[config.mk]
export PLATFORM = sky130hd
export DESIGN_NAME = light_target_hit_detector_top
export DESIGN_NICKNAME = d
export VERILOG_FILES = /design/src/design/lthd_pkg.sv /design/src/design/light_target_hit_detector_top.sv
export SDC_FILE = /design/constraint.sdc
export NUM_CORES = 1
export LEC_CHECK = 0
export BUFFER_PORTS_ARGS = -buffer_cell sky130_fd_sc_hd__buf_2
export CAP_MARGIN = 25
export CELL_PAD_IN_SITES_DETAIL_PLACEMENT = 1
export CELL_PAD_IN_SITES_GLOBAL_PLACEMENT = 2
export CORE_UTILIZATION = 34
export CTS_BUF_LIST = sky130_fd_sc_hd__clkbuf_8 sky130_fd_sc_hd__clkbuf_16
export DETAILED_ROUTE_END_ITERATION = 8
export PLACE_DENSITY = 0.89
export REMOVE_ABC_BUFFERS = 1
export SLEW_MARGIN = 30
export SYNTH_ARGS = -nofsm -noshare
export SYNTH_HDL_FRONTEND = slang
export SYNTH_SLANG_ARGS = --single-unit
export TNS_END_PERCENT = 50
[constraint.sdc]
create_clock -name clk -period 5.93 [get_ports clk]
set_input_delay 1.779 -clock clk [delete_from_list [all_inputs] [get_ports clk]]
set_output_delay 1.779 -clock clk [all_outputs]
set_load 0.01 [all_outputs]
[src/design/lthd_pkg.sv]
// Shared types and constants of the light target hit detector.
// Phase codes, configuration register indexes, reset values and the result item.
// No dependencies.
package lthd_pkg;

    localparam int TGT_W  = 2;
    localparam int LED_W  = 3;
    localparam int BASE_W = 12;
    localparam int CONF_W = 4;
    localparam int WAIT_W = 16;
    localparam int TIME_W = 32;
    localparam int DRAW_W = 2;
    localparam int CFG_IDX_W  = 3;
    localparam int CFG_DATA_W = 16;

    typedef enum logic [1:0] {
        PH_SELECT = 2'd0,
        PH_ACTIVE = 2'd1,
        PH_WAIT   = 2'd2
    } phase_t;

    localparam logic [TGT_W-1:0] NO_TARGET = 2'd3;

    localparam logic [CFG_IDX_W-1:0] CFG_HIT_DELTA      = 3'd0;
    localparam logic [CFG_IDX_W-1:0] CFG_CONFIRM_NEEDED = 3'd1;
    localparam logic [CFG_IDX_W-1:0] CFG_WAIT_MS        = 3'd2;
    localparam logic [CFG_IDX_W-1:0] CFG_BASE_A         = 3'd3;
    localparam logic [CFG_IDX_W-1:0] CFG_BASE_B         = 3'd4;
    localparam logic [CFG_IDX_W-1:0] CFG_BASE_C         = 3'd5;

    localparam logic [BASE_W-1:0] DELTA_RST   = 12'd200;
    localparam logic [CONF_W-1:0] CONFIRM_RST = 4'd3;
    localparam logic [WAIT_W-1:0] WAIT_RST    = 16'd1000;
    localparam logic [BASE_W-1:0] BASE_RST    = 12'd4095;
    localparam logic [BASE_W-1:0] LEVEL_RST   = BASE_RST - DELTA_RST;

    typedef struct packed {
        logic [TGT_W-1:0] target;
        logic [LED_W-1:0] led_mask;
        logic             hit;
        logic [1:0]       phase_now;
    } result_t;

endpackage

[src/design/light_target_hit_detector_top.sv]
// Light target hit detector: phase machine, per-sensor baseline tracking and
// result buffering. Depends on lthd_pkg.
//
// Usage:
//   Input channel (in_valid / in_stall) carries one update tick per item:
//   sample, laser_on, random_draw and now_ms. Output channel (out_valid /
//   out_stall) returns exactly one result item per tick: target, led_mask,
//   hit and phase_now after the tick.
//   The result of an item is registered at its accepting edge, into the
//   output register, or into the skid entry while the receiver stalls.
//   Throughput: one item per cycle while in_stall is low; the whole update
//   is a single pass of short logic between state and result registers.
//   The output has a main register and one skid entry; in_stall rises only
//   when the skid entry is full, so one more item is taken while a result
//   waits on a stalled receiver. Nothing is dropped or repeated.
//   Configuration writes (cfg_we, cfg_index, cfg_data) take effect at once;
//   a baseline write also reloads that sensor's baseline and threshold.
//   Reset: phase select, no target, baselines 4095, thresholds 3895, output
//   empty, configuration back to its reset values.
module light_target_hit_detector_top #(
    parameter int SENSORS     = 3,
    parameter int SAMPLE_BITS = 12
) (
    input  logic                             clk,
    input  logic                             rst_n,
    input  logic                             in_valid,
    output logic                             in_stall,
    input  logic [SAMPLE_BITS-1:0]           sample,
    input  logic                             laser_on,
    input  logic [lthd_pkg::DRAW_W-1:0]      random_draw,
    input  logic [lthd_pkg::TIME_W-1:0]      now_ms,
    output logic                             out_valid,
    input  logic                             out_stall,
    output logic [lthd_pkg::TGT_W-1:0]       target,
    output logic [lthd_pkg::LED_W-1:0]       led_mask,
    output logic                             hit,
    output logic [1:0]                       phase_now,
    input  logic                             cfg_we,
    input  logic [lthd_pkg::CFG_IDX_W-1:0]   cfg_index,
    input  logic [lthd_pkg::CFG_DATA_W-1:0]  cfg_data
);

    localparam int AW = (SAMPLE_BITS > lthd_pkg::BASE_W) ? SAMPLE_BITS : lthd_pkg::BASE_W;
    localparam int IW = (SENSORS > 1) ? $clog2(SENSORS) : 1;
    localparam logic [lthd_pkg::TGT_W-1:0] SENS_N = lthd_pkg::TGT_W'(SENSORS);

    function automatic logic [AW-1:0] floor_sub(input logic [AW-1:0] b,
                                                input logic [AW-1:0] d);
        floor_sub = (b > d) ? (b - d) : '0;
    endfunction

    logic [lthd_pkg::BASE_W-1:0] hit_delta_reg;
    logic [lthd_pkg::CONF_W-1:0] confirm_needed_reg;
    logic [lthd_pkg::WAIT_W-1:0] wait_ms_reg;

    lthd_pkg::phase_t             phase_reg, phase_next;
    logic [lthd_pkg::TGT_W-1:0]   cur_tgt_reg, cur_tgt_next;
    logic [lthd_pkg::TGT_W-1:0]   last_tgt_reg, last_tgt_next;
    logic [lthd_pkg::TIME_W-1:0]  wait_start_reg, wait_start_next;
    logic [lthd_pkg::CONF_W-1:0]  count_reg, count_next;
    logic [AW-1:0]                ambient_reg [SENSORS];
    logic [AW-1:0]                level_reg [SENSORS];

    logic                         out_valid_reg, skid_valid_reg;
    lthd_pkg::result_t            out_reg, skid_reg, res_next;

    logic                         in_acc;
    logic                         amb_we;
    logic [IW-1:0]                tidx;
    logic [AW-1:0]                amb_cur, lvl_cur, amb_upd, lvl_upd;
    logic [AW+5:0]                amb_sum;
    logic [lthd_pkg::TGT_W-1:0]   draw_t, pick_t;
    logic                         hit_now;
    logic [lthd_pkg::TIME_W-1:0]  elapsed;
    logic [lthd_pkg::CFG_IDX_W-1:0] base_sel;
    logic                         base_wr;
    logic [AW-1:0]                base_val;
    logic [AW-1:0]                base_lvl;

    assign in_stall = skid_valid_reg;
    assign in_acc   = in_valid && !skid_valid_reg;

    assign tidx    = cur_tgt_reg[IW-1:0];
    assign amb_cur = ambient_reg[tidx];
    assign lvl_cur = level_reg[tidx];
    assign amb_sum = (AW+6)'({amb_cur, 5'b0}) - (AW+6)'(amb_cur) + (AW+6)'(sample);
    assign amb_upd = AW'(amb_sum[SAMPLE_BITS+4:5]);
    assign lvl_upd = floor_sub(amb_upd, AW'(hit_delta_reg));
    assign elapsed = now_ms - wait_start_reg;

    always_comb
    begin
        draw_t = lthd_pkg::TGT_W'(random_draw);
        if (draw_t >= SENS_N)
        begin
            draw_t = draw_t - SENS_N;
        end
        pick_t = draw_t;
        if (draw_t == last_tgt_reg)
        begin
            pick_t = (draw_t + 1'b1 == SENS_N) ? '0 : draw_t + 1'b1;
        end
    end

    always_comb
    begin
        phase_next      = phase_reg;
        cur_tgt_next    = cur_tgt_reg;
        last_tgt_next   = last_tgt_reg;
        wait_start_next = wait_start_reg;
        count_next      = count_reg;
        amb_we          = 1'b0;
        hit_now         = 1'b0;
        unique case (phase_reg)
            lthd_pkg::PH_SELECT:
            begin
                cur_tgt_next = pick_t;
                count_next   = '0;
                phase_next   = lthd_pkg::PH_ACTIVE;
            end
            lthd_pkg::PH_ACTIVE:
            begin
                if (cur_tgt_reg < SENS_N)
                begin
                    if (!laser_on)
                    begin
                        amb_we     = 1'b1;
                        count_next = '0;
                    end
                    else if (AW'(sample) < lvl_cur)
                    begin
                        if (count_reg < confirm_needed_reg)
                        begin
                            count_next = count_reg + 1'b1;
                        end
                    end
                    else
                    begin
                        count_next = '0;
                    end
                    if (count_next >= confirm_needed_reg)
                    begin
                        hit_now         = 1'b1;
                        last_tgt_next   = cur_tgt_reg;
                        wait_start_next = now_ms;
                        count_next      = '0;
                        phase_next      = lthd_pkg::PH_WAIT;
                    end
                end
                else
                begin
                    phase_next = lthd_pkg::PH_SELECT;
                end
            end
            lthd_pkg::PH_WAIT:
            begin
                if (elapsed >= lthd_pkg::TIME_W'(wait_ms_reg))
                begin
                    phase_next = lthd_pkg::PH_SELECT;
                end
            end
            default:
            begin
                phase_next = lthd_pkg::PH_SELECT;
            end
        endcase

        if (phase_next == lthd_pkg::PH_ACTIVE && cur_tgt_next < SENS_N)
        begin
            res_next.target   = cur_tgt_next;
            res_next.led_mask = lthd_pkg::LED_W'(1) << cur_tgt_next;
        end
        else
        begin
            res_next.target   = lthd_pkg::NO_TARGET;
            res_next.led_mask = '0;
        end
        res_next.hit       = hit_now;
        res_next.phase_now = phase_next;
    end

    always_comb
    begin
        base_sel = cfg_index - lthd_pkg::CFG_BASE_A;
        base_val = AW'(cfg_data[lthd_pkg::BASE_W-1:0]);
        base_lvl = floor_sub(base_val, AW'(hit_delta_reg));
        base_wr  = 1'b0;
        unique case (cfg_index) inside
            lthd_pkg::CFG_BASE_A, lthd_pkg::CFG_BASE_B, lthd_pkg::CFG_BASE_C:
            begin
                base_wr = cfg_we;
            end
            default:
            begin
                base_wr = 1'b0;
            end
        endcase
    end

    always_ff @(posedge clk or negedge rst_n)
    begin
        if (!rst_n)
        begin
            hit_delta_reg      <= lthd_pkg::DELTA_RST;
            confirm_needed_reg <= lthd_pkg::CONFIRM_RST;
            wait_ms_reg        <= lthd_pkg::WAIT_RST;
            phase_reg          <= lthd_pkg::PH_SELECT;
            cur_tgt_reg        <= lthd_pkg::NO_TARGET;
            last_tgt_reg       <= lthd_pkg::NO_TARGET;
            wait_start_reg     <= '0;
            count_reg          <= '0;
            for (int i = 0; i < SENSORS; i++)
            begin
                ambient_reg[i] <= AW'(lthd_pkg::BASE_RST);
                level_reg[i]   <= AW'(lthd_pkg::LEVEL_RST);
            end
        end
        else
        begin
            if (in_acc)
            begin
                phase_reg      <= phase_next;
                cur_tgt_reg    <= cur_tgt_next;
                last_tgt_reg   <= last_tgt_next;
                wait_start_reg <= wait_start_next;
                count_reg      <= count_next;
                if (amb_we)
                begin
                    ambient_reg[tidx] <= amb_upd;
                    level_reg[tidx]   <= lvl_upd;
                end
            end
            if (cfg_we)
            begin
                unique case (cfg_index) inside
                    lthd_pkg::CFG_HIT_DELTA:
                        hit_delta_reg <= cfg_data[lthd_pkg::BASE_W-1:0];
                    lthd_pkg::CFG_CONFIRM_NEEDED:
                        confirm_needed_reg <= cfg_data[lthd_pkg::CONF_W-1:0];
                    lthd_pkg::CFG_WAIT_MS:
                        wait_ms_reg <= cfg_data[lthd_pkg::WAIT_W-1:0];
                    default:
                    begin
                    end
                endcase
            end
            if (base_wr)
            begin
                for (int i = 0; i < SENSORS; i++)
                begin
                    if (base_sel == lthd_pkg::CFG_IDX_W'(i))
                    begin
                        ambient_reg[i] <= base_val;
                        level_reg[i]   <= base_lvl;
                    end
                end
            end
        end
    end

    // Output register with one skid entry.
    always_ff @(posedge clk or negedge rst_n)
    begin
        if (!rst_n)
        begin
            out_valid_reg  <= 1'b0;
            skid_valid_reg <= 1'b0;
        end
        else if (!out_valid_reg || !out_stall)
        begin
            if (skid_valid_reg)
            begin
                out_valid_reg  <= 1'b1;
                skid_valid_reg <= 1'b0;
            end
            else
            begin
                out_valid_reg <= in_acc;
            end
        end
        else if (in_acc)
        begin
            skid_valid_reg <= 1'b1;
        end
    end

    always_ff @(posedge clk)
    begin
        if (!out_valid_reg || !out_stall)
        begin
            if (skid_valid_reg)
            begin
                out_reg <= skid_reg;
            end
            else if (in_acc)
            begin
                out_reg <= res_next;
            end
        end
        else if (in_acc)
        begin
            skid_reg <= res_next;
        end
    end

    assign out_valid = out_valid_reg;
    assign target    = out_reg.target;
    assign led_mask  = out_reg.led_mask;
    assign hit       = out_reg.hit;
    assign phase_now = out_reg.phase_now;

endmodule

==> results of run 1 <==
[how the worst max path moves through the flow]
stage,startpoint,endpoint,slack (ps),cells after the start
2_1_floorplan,cur_tgt_reg[0],wait_start_reg[0],-900,18
3_3_place_gp,now_ms[0],skid_reg[1],-30,19
3_5_place_dp,now_ms[0],skid_reg[1],-150,19
4_1_cts,cur_tgt_reg[1],level_reg[15],80,24
5_1_grt,now_ms[7],skid_reg[1],-20,20
6_report,cur_tgt_reg[1],level_reg[23],300,22
[tightest hold or removal path: cells and delay by family (launching register included)]
kind / cells / cell delay [ps]
AO/OA/AOI/OAI: 1 / 70
flip-flops: 1 / 370
AND/OR/NAND/NOR: 1 / 50
[through the flow]
step | cells | hold WS [ps] | setup slack, ps | cell area (um^2)
2_1_floorplan | 1383 | 467.2 | -898.9 | 12010
6_report | 2033 | 494.6 | 296.4 | 14280
3_5_place_dp | 1996 | 481.6 | -148.5 | 13590
4_1_cts | 2028 | 496.3 | 78.88 | 14210
5_1_grt | 2031 | 508.6 | -24.06 | 14280
3_3_place_gp | 1996 | 476.0 | -27.15 | 13580
[layout make-up]
class	instances	share of cell area
clock inverter	15	0.01340
clock buffer	17	0.02979
tap	461	0.04039
antenna	2	0.0003504
inverter	109	0.02865
sequential	164	0.3001
timing repair buffer	155	0.06991
multi-input combinational	1110	0.5174
[cells by family after synthesis]
kind of cell,count (synthesis),share of synthesized area
flip-flops,164,0.3494
AND/OR/NAND/NOR,465,0.1751
XOR/XNOR,47,0.03360
adder cells (fa/ha/maj),121,0.1297
AO/OA/AOI/OAI,420,0.2109
buffers and inverters,173,0.05330
multiplexers,57,0.04799
[cell usage after synthesis (all sizes together), types with 14 or more instances]
master | instances | area share
nand2 | 182 | 0.056
o21ai | 132 | 0.054
a21oi | 130 | 0.053
ha | 111 | 0.11
inv | 109 | 0.033
nor2 | 98 | 0.030
dfstp | 78 | 0.17
dfrtp | 70 | 0.14
clkbuf | 52 | 0.016
nor3 | 44 | 0.018
mux2i | 43 | 0.035
nand3 | 31 | 0.013
a21o | 30 | 0.018
xnor2 | 29 | 0.021
a211oi | 28 | 0.017
a31oi | 21 | 0.012
xor2 | 18 | 0.013
nor2b | 17 | 0.0087
or3 | 17 | 0.0087
edfxtp | 16 | 0.039
nand4 | 15 | 0.0077
mux2 | 14 | 0.013
nand2b | 14 | 0.0071
[timing repair]
action | in CTS | in global routing
setup buffers | 0 | 3
resized for setup | 0 | 11
endpoints found under the setup margin | 0 | 55
[metal layers]
layer  global-route usage  vias to the layer above  wire, um
li1                     -                     5354         -
met4              0.07418                        0       947
met1               0.2813                     5480     17870
met3              0.04166                       57      1657
met2               0.3782                      218     19080
met5                    0                        -         0
==> summary.txt, run 1 <==
Synth
  • Number of synthesized flops with an enable pin: 16
  • Top FF cell, synth: sky130_fd_sc_hd__dfstp_2
  • Number of distinct library cells after synthesis: 66
  • Mapped Avg Cell Area: 8.468 um^2
  • Portion of the post-synthesis area used by sequential elements: 0.3494
  • Fraction of registers with async set or reset after synthesis: 0.9024
  • Number of storage elements in the synthesis netlist: 164
  • Mapped cell area: 12250 um^2
  • Synthesized netlist cell count: 1447
  • Number of synthesis warnings: 0

Placement
  • Final weighted congestion of routability-driven global placement: 0.8874
  • Placed wire-length estimate: 29120 um
  • Count of input and output buffers: 80

Critical path
  • Crit path largest cell delay: 750 ps
  • Slowest stage cell, crit path: sky130_fd_sc_hd__dfstp_4
  • Cell count of the worst reg-to-reg path: 22
  • Beginning of the worst register-to-register path: cur_tgt_reg[1]
  • Most Frequent Cell on Critical Path: sky130_fd_sc_hd__ha_1
  • Worst Setup Path Type: reg2reg
  • Cell type group with the largest total delay on the critical path: compound AO/OA/AOI/OAI gates
  • Cells along the critical path: buf_6 > mux2i_1 > nor2_1 > a21oi_1 > inv_2 > fa_1 > inv_1 > ha_1 > nand3_1 > a21oi_2 > buf_4 > o31a_1 > o21ai_0 > a221oi_1 > ha_1 > and2_1 > a22o_1 > a311oi_1 > nor3_1 > xnor2_1 > or3_1 > a22oi_1
  • Setup slack, reg-to-reg: 300 ps
  • Capturing element type of the critical path: register
  • Required time of the critical path: 6290 ps
  • Capture point of the worst reg-to-reg path: level_reg[23]
  • Worst setup SP type: register
  • Largest fanout on the critical path: 11
  • CP arrival: 6000 ps
  • Number of buffers and inverters on the critical path: 4

Timing
  • Post-route minimum period: 5634 ps
  • Crit share post-route: 0.9500
  • Slew HR: 0.3983
  • Number of hold violations in the final report: 0
  • Total setup violations reported at the end of the flow: 0
  • Setup total negative slack: 0 ps
  • Peak Freq: 177.5 MHz
  • Worst-margin pin slew: 902.6 ps
  • Worst clock skew: 13.66 ps
  • Number of pins with negative max-slew slack in the final report: 0

Worst hold path
  • Sink of the worst hold path: ambient_reg[1]
  • Hold path depth: 2
  • Worst hold path type: reg2reg
  • Startpoint of the worst hold path: ambient_reg[1]

Routing
  • Antenna viol nets, final: 0
  • Routed wire length: 39560 um
  • Initial DRC Count: 555
  • Number of iterations in the first detailed-routing pass: 6
  • Via count of the routed design: 11110
  • Post-DR wirelength/cell: 19.46 um
  • DRC Markers: 0
  • Vias per Instance: 5.464

Global routing
  • Vias in the first global route: 11660
  • Global-route wire length before repair: 63060 um
  • Overall global routing resource usage: 0.2224
  • Antenna violations before repair: 2
  • Final global-route overflow total: 0
  • Largest net degree at the start of global routing: 88

Floorplan
  • Area of the die: 36800 um^2
  • I/O pin total: 81
  • Core area: 35480 um^2
  • Initial Utilization: 0.3453
  • Placement row count: 69
  • Height of the die: 191.8 um
  • DIE WIDTH: 191.8 um

Clocking
  • Number of buffers inserted by hold repair at cts: 0
  • Clock sinks: 164
  • Clock Tree Root: sky130_fd_sc_hd__clkbuf_16
  • Latest clock arrival within the worst-skew pair: 450 ps
  • H-tree level count: 4
  • Number of buffers inserted during clock tree synthesis: 17
  • Clock tree from TritonCTS: yes
  • CTS clock-pin slew for the worst setup and hold paths: 70 ps
  • Clk buf depth: 2

Final layout
  • Register area: 4285 um^2
  • Count of filler cells inserted in the layout: 4192
  • Synthesis-to-layout area growth: 16.55%
  • Fin nets: 1749
  • Top library cells by usage in the layout, fill and taps aside: 182 x sky130_fd_sc_hd__nand2_1, 128 x sky130_fd_sc_hd__o21ai_0, 128 x sky130_fd_sc_hd__a21oi_1
  • Fraction of layout instances using a drive strength above 1: 0.1975
  • Most common cell after layout, fill and taps aside: sky130_fd_sc_hd__nand2_1
  • Area taken by multi-input logic gates: 7390 um^2
  • Core Util, Final: 0.4025

Flow run
  • Number of maximum-capacitance violations: 0

Status
  • Outcome: complete, no violations
Power of run 1 is not shown: default switching activity piles up to over one toggle a cycle in this logic, so the estimate is an artifact.
==> inputs of run 2 (changes only) <==
BUFFER_PORTS_ARGS = -buffer_cell sky130_fd_sc_hd__buf_4   (was -buffer_cell sky130_fd_sc_hd__buf_2)
==> run 2 against run 1 <==
Compared with the run above:
- flip-flop and latch count is the same
- wire length shrank 0.96%
- fmax is essentially flat
- largest cell class unchanged
==> summary.txt, run 2 (synthesis results as in run 1) <==
Timing
  • Worst clock skew: 12.51 ps (-1.146 ps)
  • Worst-margin pin slew: 966.0 ps (+63.45 ps)
  • Setup repair after global routing missed its margin: no
  • Number of hold violations in the final report: 0 (unchanged)
  • Number of pins with negative max-slew slack in the final report: 0 (unchanged)
  • Final setup margin: 298.9 ps (+2.508 ps)
  • Slew HR: 0.3544 (-0.04386)
  • Setup total negative slack: 0 ps (unchanged)
  • Total setup violations reported at the end of the flow: 0 (unchanged)
  • Post-route minimum period: 5631 ps (-2.508 ps)
  • Crit share post-route: 0.9496 (about the same)
  • Peak Freq: 177.6 MHz (about the same)

Final layout
  • Most common cell after layout, fill and taps aside: sky130_fd_sc_hd__nand2_1
  • Area of all placed cells without fillers: 14400 um^2 (+0.85%)
  • Count of filler cells inserted in the layout: 4215 (+0.55%)
  • Synthesis-to-layout area growth: 17.54%
  • ANT cells: 0 (-2)
  • Fraction of layout instances using a drive strength above 1: 0.1913 (-0.006181)
  • Fin nets: 1737 (-0.69%)
  • Top library cells by usage in the layout, fill and taps aside: 182 x sky130_fd_sc_hd__nand2_1, 139 x sky130_fd_sc_hd__buf_4, 129 x sky130_fd_sc_hd__o21ai_0

Global routing
  • Global-route wire length before repair: 63010 um (about the same)
  • Final global-route overflow total: 0 (unchanged)
  • Antenna violations before repair: 0 (-2)
  • Overall global routing resource usage: 0.2205 (-0.001932)
  • GRT met3 Usage: 0.02923 (-0.01242)
  • Global routing usage on met2: 0.3759 (-0.002360)
  • Largest net degree at the start of global routing: 84 (-4.5%)
  • GRT Max-Usage Layer: met2
  • Vias in the first global route: 11710 (+0.45%)
  • Met1 layer usage reported by global route: 0.2827 (+0.001380)

Clocking
  • Latest clock arrival within the worst-skew pair: 440 ps (about the same)
  • Clk buf depth: 2 (unchanged)
  • Clock Tree Root: sky130_fd_sc_hd__clkbuf_16
  • Clock sinks: 164 (unchanged)
  • Clock tree from TritonCTS: yes
  • Number of buffers inserted during clock tree synthesis: 17 (unchanged)
  • CTS clock-pin slew for the worst setup and hold paths: 70 ps (about the same)
  • Number of buffers inserted by hold repair at cts: 0 (unchanged)
  • H-tree level count: 4 (unchanged)

Floorplan
  • Area of the die: 36800 um^2 (unchanged)
  • Placement row count: 69 (unchanged)
  • I/O pin total: 81 (unchanged)
  • DIE WIDTH: 191.8 um (unchanged)
  • Initial Utilization: 0.3453 (unchanged)
  • Core area: 35480 um^2 (unchanged)
  • Height of the die: 191.8 um (unchanged)

Placement
  • Instance area after placement: 13730 um^2 (+1.1%)
  • Placed wire-length estimate: 29310 um (+0.67%)
  • Post-placement setup slack: -103.2 ps (+45.31 ps)
  • Count of input and output buffers: 80 (unchanged)
  • Final weighted congestion of routability-driven global placement: 0.9137 (+3.0%)

Worst hold path
  • Worst hold path type: reg2reg
  • Startpoint of the worst hold path: ambient_reg[4]

Critical path
  • Beginning of the worst register-to-register path: cur_tgt_reg[1]
  • Worst setup path startpoint: sample[2]
  • Capturing element type of the critical path: register
  • Cell type group with the largest total delay on the critical path: compound AO/OA/AOI/OAI gates
  • Worst Setup Path Type: in2reg
  • Worst setup SP type: primary input
  • Cells along the critical path: buf_4 > ha_1 > ha_1 > or3_1 > o22a_1 > a21oi_1 > xnor2_2 > inv_1 > fa_1 > nor2b_1 > o21ai_0 > a21oi_1 > o21ai_0 > buf_4 > a211oi_1 > mux2i_1 > a21oi_1 > buf_4 > nand3_1 > a22oi_1
  • CP arrival: 5990 ps (about the same)
  • Slowest stage cell, crit path: sky130_fd_sc_hd__fa_1
  • Largest fanout on the critical path: 3 (-8)
  • Crit path largest cell delay: 410 ps (-340 ps)
  • Number of buffers and inverters on the critical path: 4 (unchanged)
  • Required time of the critical path: 6290 ps (about the same)

Routing
  • Post-DR wirelength/cell: 19.40 um (-0.28%)
  • Routed wire length: 39180 um (-0.96%)
  • Antenna viol nets, final: 0 (unchanged)
  • DRC Markers: 0 (unchanged)
  • Via count of the routed design: 11060 (-0.42%)
  • Number of iterations in the first detailed-routing pass: 7 (+1)
  • Vias per Instance: 5.479 (+0.27%)
  • Initial DRC Count: 532 (-4.1%)

Flow run
  • Number of maximum-capacitance violations: 0 (unchanged)

Status
  • Outcome: complete, no violations
-- run 2: changes by cell type in the layout (fill, tap and decap cells not counted), moves of 2 or more --
cell	before	now
sky130_fd_sc_hd__inv_1	108	112
sky130_fd_sc_hd__diode_2	2	0
sky130_fd_sc_hd__a21oi_2	1	6
sky130_fd_sc_hd__clkinv_4	1	3
sky130_fd_sc_hd__buf_4	72	139
sky130_fd_sc_hd__buf_2	79	0
sky130_fd_sc_hd__a21oi_1	128	123
sky130_fd_sc_hd__inv_6	7	1
-- run 2: cell type report --
class	count	area [um^2]	share of cell area
Clock buffer	17	425.4	0.02954
Clock inverter	15	191.4	0.01329
Inverter	109	409.1	0.02841
Multi-Input combinational cell	1110	7400	0.5138
Sequential cell	164	4285	0.2975
Tap cell	461	576.8	0.04005
Timing Repair Buffer	143	1115	0.07740
-- run 2: final timing paths --
check,to,slack [ps],cells past startpoint
setup / recovery,level_reg[22],300,20
hold / removal,ambient_reg[4],490,2
setup reg to reg,level_reg[3],340,23
hold reg to reg,ambient_reg[4],490,2
max in group asynchronous,ambient_reg[19],3410,2
min in group asynchronous,level_reg[6],1390,1
-- run 2: timing repair --
action,in CTS,in global routing
setup buffers,0,0
endpoints found under the setup margin,0,36
resized for setup,0,10
-- run 2: routing by layer --
| metal | part of all wire | up-vias |
|---|---|---|
| met4 | 0.028 | 0 |
| met2 | 0.49 | 205 |
| met3 | 0.031 | 65 |
| li1 | - | 5325 |
| met5 | 0 | - |
| met1 | 0.46 | 5467 |
-- run 2: worst min-delay path, stage by stage (launching register included) --
cell and delay (ps):
sky130_fd_sc_hd__dfstp_2 370, sky130_fd_sc_hd__nand2_1 50, sky130_fd_sc_hd__a31oi_1 70
-- run 2: metrics by stage --
stage / hold slack (ps) / utilization / std cells
2_1_floorplan: 467.2 / - / 1383
3_3_place_gp: 475.7 / 0.3869 / 1987
3_5_place_dp: 479.9 / 0.3871 / 1987
4_1_cts: 491.9 / 0.4045 / 2019
5_1_grt: 512.0 / 0.4059 / 2019
6_report: 491.2 / 0.4059 / 2019
Power of run 2 is left out for the same reason.
==> inputs of run 3 (changes only) <==
ABC_AREA = 1   (was default)
CAP_MARGIN = 10   (was 25)
CORE_UTILIZATION = 32   (was 34)
GPL_TIMING_DRIVEN = 0   (was default)
==> run 3 against run 2 <==
Compared with the run above:
- non-clock buffer count down 56
- flip-flop and latch count did not move
- design area rose by 3.2%
- cell count grew 22%
- via count rose by 13%
- synthesized cell count is 29% higher
- critical endpoint is now level_reg[26]
==> summary.txt, run 3 <==
Worst hold path
  • Startpoint of the worst hold path: confirm_needed_reg[3]
  • Sink of the worst hold path: confirm_needed_reg[3]
  • Hold path depth: 2 (unchanged)
  • Worst hold path type: reg2reg

Critical path
  • Setup slack, reg-to-reg: 370 ps (+30 ps)
  • CP arrival: 5970 ps (-20 ps)
  • Crit path largest cell delay: 480 ps (+70 ps)
  • Cells along the critical path: buf_4 > fa_1 > ha_1 > a21oi_1 > o21ai_0 > a21o_2 > nand2_1 > nand2_1 > nand3_1 > nand3b_1 > and2_1 > ha_1 > nand2_1 > nor2_1 > a21oi_1 > o21ai_0 > nand2_2 > a21oi_1 > o21ai_0 > o21ai_0 > o21ai_0 > inv_1
  • Capture point of the worst reg-to-reg path: level_reg[26]
  • Worst setup SP type: primary input
  • Cell count of the worst reg-to-reg path: 25 (+8.7%)
  • Worst Setup Path Type: in2reg
  • Most Frequent Cell on Critical Path: sky130_fd_sc_hd__o21ai_0
  • Number of buffers and inverters on the critical path: 2 (-2)
  • Capturing element type of the critical path: register
  • Beginning of the worst register-to-register path: cur_tgt_reg[0]
  • Largest fanout on the critical path: 10 (+7)
  • Cell type group with the largest total delay on the critical path: compound AO/OA/AOI/OAI gates
  • Required time of the critical path: 6340 ps (+50 ps)
  • Slowest stage cell, crit path: sky130_fd_sc_hd__fa_1

Clocking
  • Number of buffers inserted by hold repair at cts: 0 (unchanged)
  • Latest clock arrival within the worst-skew pair: 460 ps (+20 ps)
  • Clock tree from TritonCTS: yes
  • Clock sinks: 164 (unchanged)
  • Clk buf depth: 2 (unchanged)
  • CTS clock-pin slew for the worst setup and hold paths: 70 ps (about the same)
  • Clock Tree Root: sky130_fd_sc_hd__clkbuf_16
  • Number of buffers inserted during clock tree synthesis: 17 (unchanged)
  • H-tree level count: 4 (unchanged)

Global routing
  • Final global-route overflow total: 0 (unchanged)
  • Overall global routing resource usage: 0.2071 (-0.01334)
  • Vias in the first global route: 12850 (+9.8%)
  • Antenna violations before repair: 0 (unchanged)
  • Global-route wire length before repair: 67650 um (+7.4%)
  • Largest net degree at the start of global routing: 67 (-20%)

Synth
  • Fraction of synthesized cell area taken by the top area cell type: 0.1572 (-0.01005)
  • Mapped cell area: 13040 um^2 (+6.4%)
  • Portion of the post-synthesis area used by sequential elements: 0.3284 (-0.02099)
  • Top FF cell, synth: sky130_fd_sc_hd__dfstp_2
  • Synthesized netlist cell count: 1868 (+29%)
  • Number of distinct library cells after synthesis: 53 (-20%)
  • Cell with the most instances after synthesis: sky130_fd_sc_hd__nand2_1
  • Post-synth top cells: 484 x sky130_fd_sc_hd__nand2_1, 309 x sky130_fd_sc_hd__inv_1, 219 x sky130_fd_sc_hd__a21oi_1, 165 x sky130_fd_sc_hd__nor2_1, 111 x sky130_fd_sc_hd__ha_1
  • Fraction of registers with async set or reset after synthesis: 0.9024 (unchanged)
  • Number of synthesized flops with an enable pin: 16 (unchanged)
  • Number of storage elements in the synthesis netlist: 164 (unchanged)
  • Mapped Avg Cell Area: 6.979 um^2 (-18%)
  • Largest area contributor in the synthesized netlist: sky130_fd_sc_hd__dfstp_2
  • Dominant cells by area after synthesis: sky130_fd_sc_hd__dfstp_2 16%, sky130_fd_sc_hd__nand2_1 14%, sky130_fd_sc_hd__dfrtp_1 13%
  • Number of synthesis warnings: 0 (unchanged)

Final layout
  • Core Util, Final: 0.3725 (-0.03341)
  • Synthesis-to-layout area growth: 14.05%
  • ANT cells: 0 (unchanged)
  • Fin nets: 2122 (+22%)
  • Fraction of layout instances using a drive strength above 1: 0.1251 (-0.06621)
  • Area taken by multi-input logic gates: 7463 um^2 (+0.86%)
  • Area of all placed cells without fillers: 14870 um^2 (+3.2%)
  • Most common cell after layout, fill and taps aside: sky130_fd_sc_hd__nand2_1
  • Count of filler cells inserted in the layout: 5071 (+20%)
  • Top library cells by usage in the layout, fill and taps aside: 482 x sky130_fd_sc_hd__nand2_1, 310 x sky130_fd_sc_hd__inv_1, 217 x sky130_fd_sc_hd__a21oi_1
  • Count of non-filler cells in the finished layout: 2468 (+22%)
  • Register area: 4285 um^2 (unchanged)

Routing
  • Vias per Instance: 5.071 (-7.4%)
  • Via count of the routed design: 12520 (+13%)
  • Initial DRC Count: 725 (+36%)
  • Number of iterations in the first detailed-routing pass: 5 (-2)
  • Routed wire length: 42120 um (+7.5%)
  • Post-DR wirelength/cell: 17.07 um (-12%)
  • Antenna viol nets, final: 0 (unchanged)
  • DRC Markers: 0 (unchanged)

Timing
  • Final setup margin: 368.8 ps (+69.87 ps)
  • Number of hold violations in the final report: 0 (unchanged)
  • Post-route minimum period: 5561 ps (-69.87 ps)
  • Worst-margin pin slew: 977.7 ps (+11.68 ps)
  • Worst clock skew: 16.24 ps (+3.725 ps)
  • Peak Freq: 179.8 MHz (+1.3%)
  • Crit share post-route: 0.9378 (-0.01178)
  • Number of pins with negative max-slew slack in the final report: 0 (unchanged)
  • Slew HR: 0.3475 (-0.006926)
  • Total setup violations reported at the end of the flow: 0 (unchanged)

Floorplan
  • Placement row count: 73 (+5.8%)
  • Height of the die: 203.8 um (+6.3%)
  • Core area: 39910 um^2 (+12%)
  • DIE WIDTH: 203.8 um (+6.3%)
  • Area of the die: 41550 um^2 (+13%)
  • I/O pin total: 81 (unchanged)
  • Initial Utilization: 0.3266 (-0.01872)

Placement
  • Count of input and output buffers: 80 (unchanged)
  • Final weighted congestion of routability-driven global placement: 0.9075 (-0.68%)
  • Instance area after placement: 14190 um^2 (+3.4%)
  • Post-placement setup slack: -177.6 ps (-74.39 ps)
  • Placed wire-length estimate: 32460 um (+11%)
  • Placed cell count: 2429 (+22%)

Flow run
  • Number of maximum-capacitance violations: 0 (unchanged)

Status
  • Outcome: complete, no violations
[run 3: changes by cell type after synthesis, moves of 28 or more]
cell	before	now
sky130_fd_sc_hd__a21o_1	30	2
sky130_fd_sc_hd__nand2_1	182	484
sky130_fd_sc_hd__nor3_1	44	14
sky130_fd_sc_hd__mux2i_1	43	0
sky130_fd_sc_hd__inv_1	109	309
sky130_fd_sc_hd__a22oi_1	7	40
sky130_fd_sc_hd__nor2_1	98	165
sky130_fd_sc_hd__a21oi_1	130	219
[run 3: logic make-up (layout without fill, tap and decap cells)]
family          after synthesis  after routing  share of synthesized area
compound gates              419            419                     0.1796
xor+xnor                     31             31                    0.02371
flops                       164            164                     0.3284
buf+inv                     366            439                     0.1061
simple gates                765            767                     0.2386
mux                           2              2                   0.001727
fa+ha+maj                   121            121                     0.1219
[run 3: repair_timing]
item,4_1_cts,5_1_grt
buffers inserted,0,5
endpoints found under the setup margin,0,37
resized for setup,0,13
hold endpoints to repair,0,0
[run 3: through the flow]
| stage | setup TNS (ps) | hold WS, ps |
|---|---|---|
| 2_1_floorplan | 0 | 453.0 |
| 3_3_place_gp | -48020 | 467.2 |
| 3_5_place_dp | -1560 | 477.5 |
| 4_1_cts | 0 | 495.5 |
| 5_1_grt | -36.33 | 508.9 |
| 6_report | 0 | 489.3 |
[run 3: how the worst max path moves through the flow]
stage,depth (start not counted),end,startpoint
after CTS,24,level_reg[26],cur_tgt_reg[1]
after detailed placement,21,level_reg[26],sample[7]
after global routing,25,level_reg[14],cur_tgt_reg[0]
after floorplan,15,wait_start_reg[31],sample[5]
after global placement,16,wait_start_reg[31],sample[5]
final,22,level_reg[26],sample[5]
[run 3: layer usage]
layer,GRT usage,wire [um],vias up
met5,0,0,-
met4,0.06310,837,0
met3,0.03141,1682,50
met2,0.3519,19930,222
met1,0.2692,19680,6087
li1,-,-,6156
[run 3: layout make-up]
type	count	share of cell area
multi-input cells	1340	0.5020
flip-flops and latches	164	0.2882
inverters	320	0.08104
repair buffers	87	0.04713
well taps	525	0.04418
clock buffers	18	0.02954
clock inverters	14	0.007910
[run 3: worst register-to-register path, stage by stage, from the launching register on]
cell                       delay (ps)
sky130_fd_sc_hd__dfstp_4          740
sky130_fd_sc_hd__nand2_4          130
sky130_fd_sc_hd__inv_4            280
sky130_fd_sc_hd__a22o_1           230
sky130_fd_sc_hd__a21oi_4           60
sky130_fd_sc_hd__fa_1             480
sky130_fd_sc_hd__ha_1             370
sky130_fd_sc_hd__a21oi_1          200
sky130_fd_sc_hd__o21ai_0          110
sky130_fd_sc_hd__a21o_2           240
sky130_fd_sc_hd__nand2_1           70
sky130_fd_sc_hd__nand2_1          100
sky130_fd_sc_hd__nand3_1          110
sky130_fd_sc_hd__nand3b_1         150
sky130_fd_sc_hd__and2_1           240
sky130_fd_sc_hd__ha_1             370
sky130_fd_sc_hd__nand2_1          100
sky130_fd_sc_hd__nor2_1           150
sky130_fd_sc_hd__a21oi_1          140
sky130_fd_sc_hd__o21ai_0          230
sky130_fd_sc_hd__nand2_2          220
sky130_fd_sc_hd__a21oi_1          170
sky130_fd_sc_hd__o21ai_0          200
sky130_fd_sc_hd__o21ai_0          210
sky130_fd_sc_hd__o21ai_0          110
sky130_fd_sc_hd__inv_1             90
Power of run 3 is left out for the same reason.
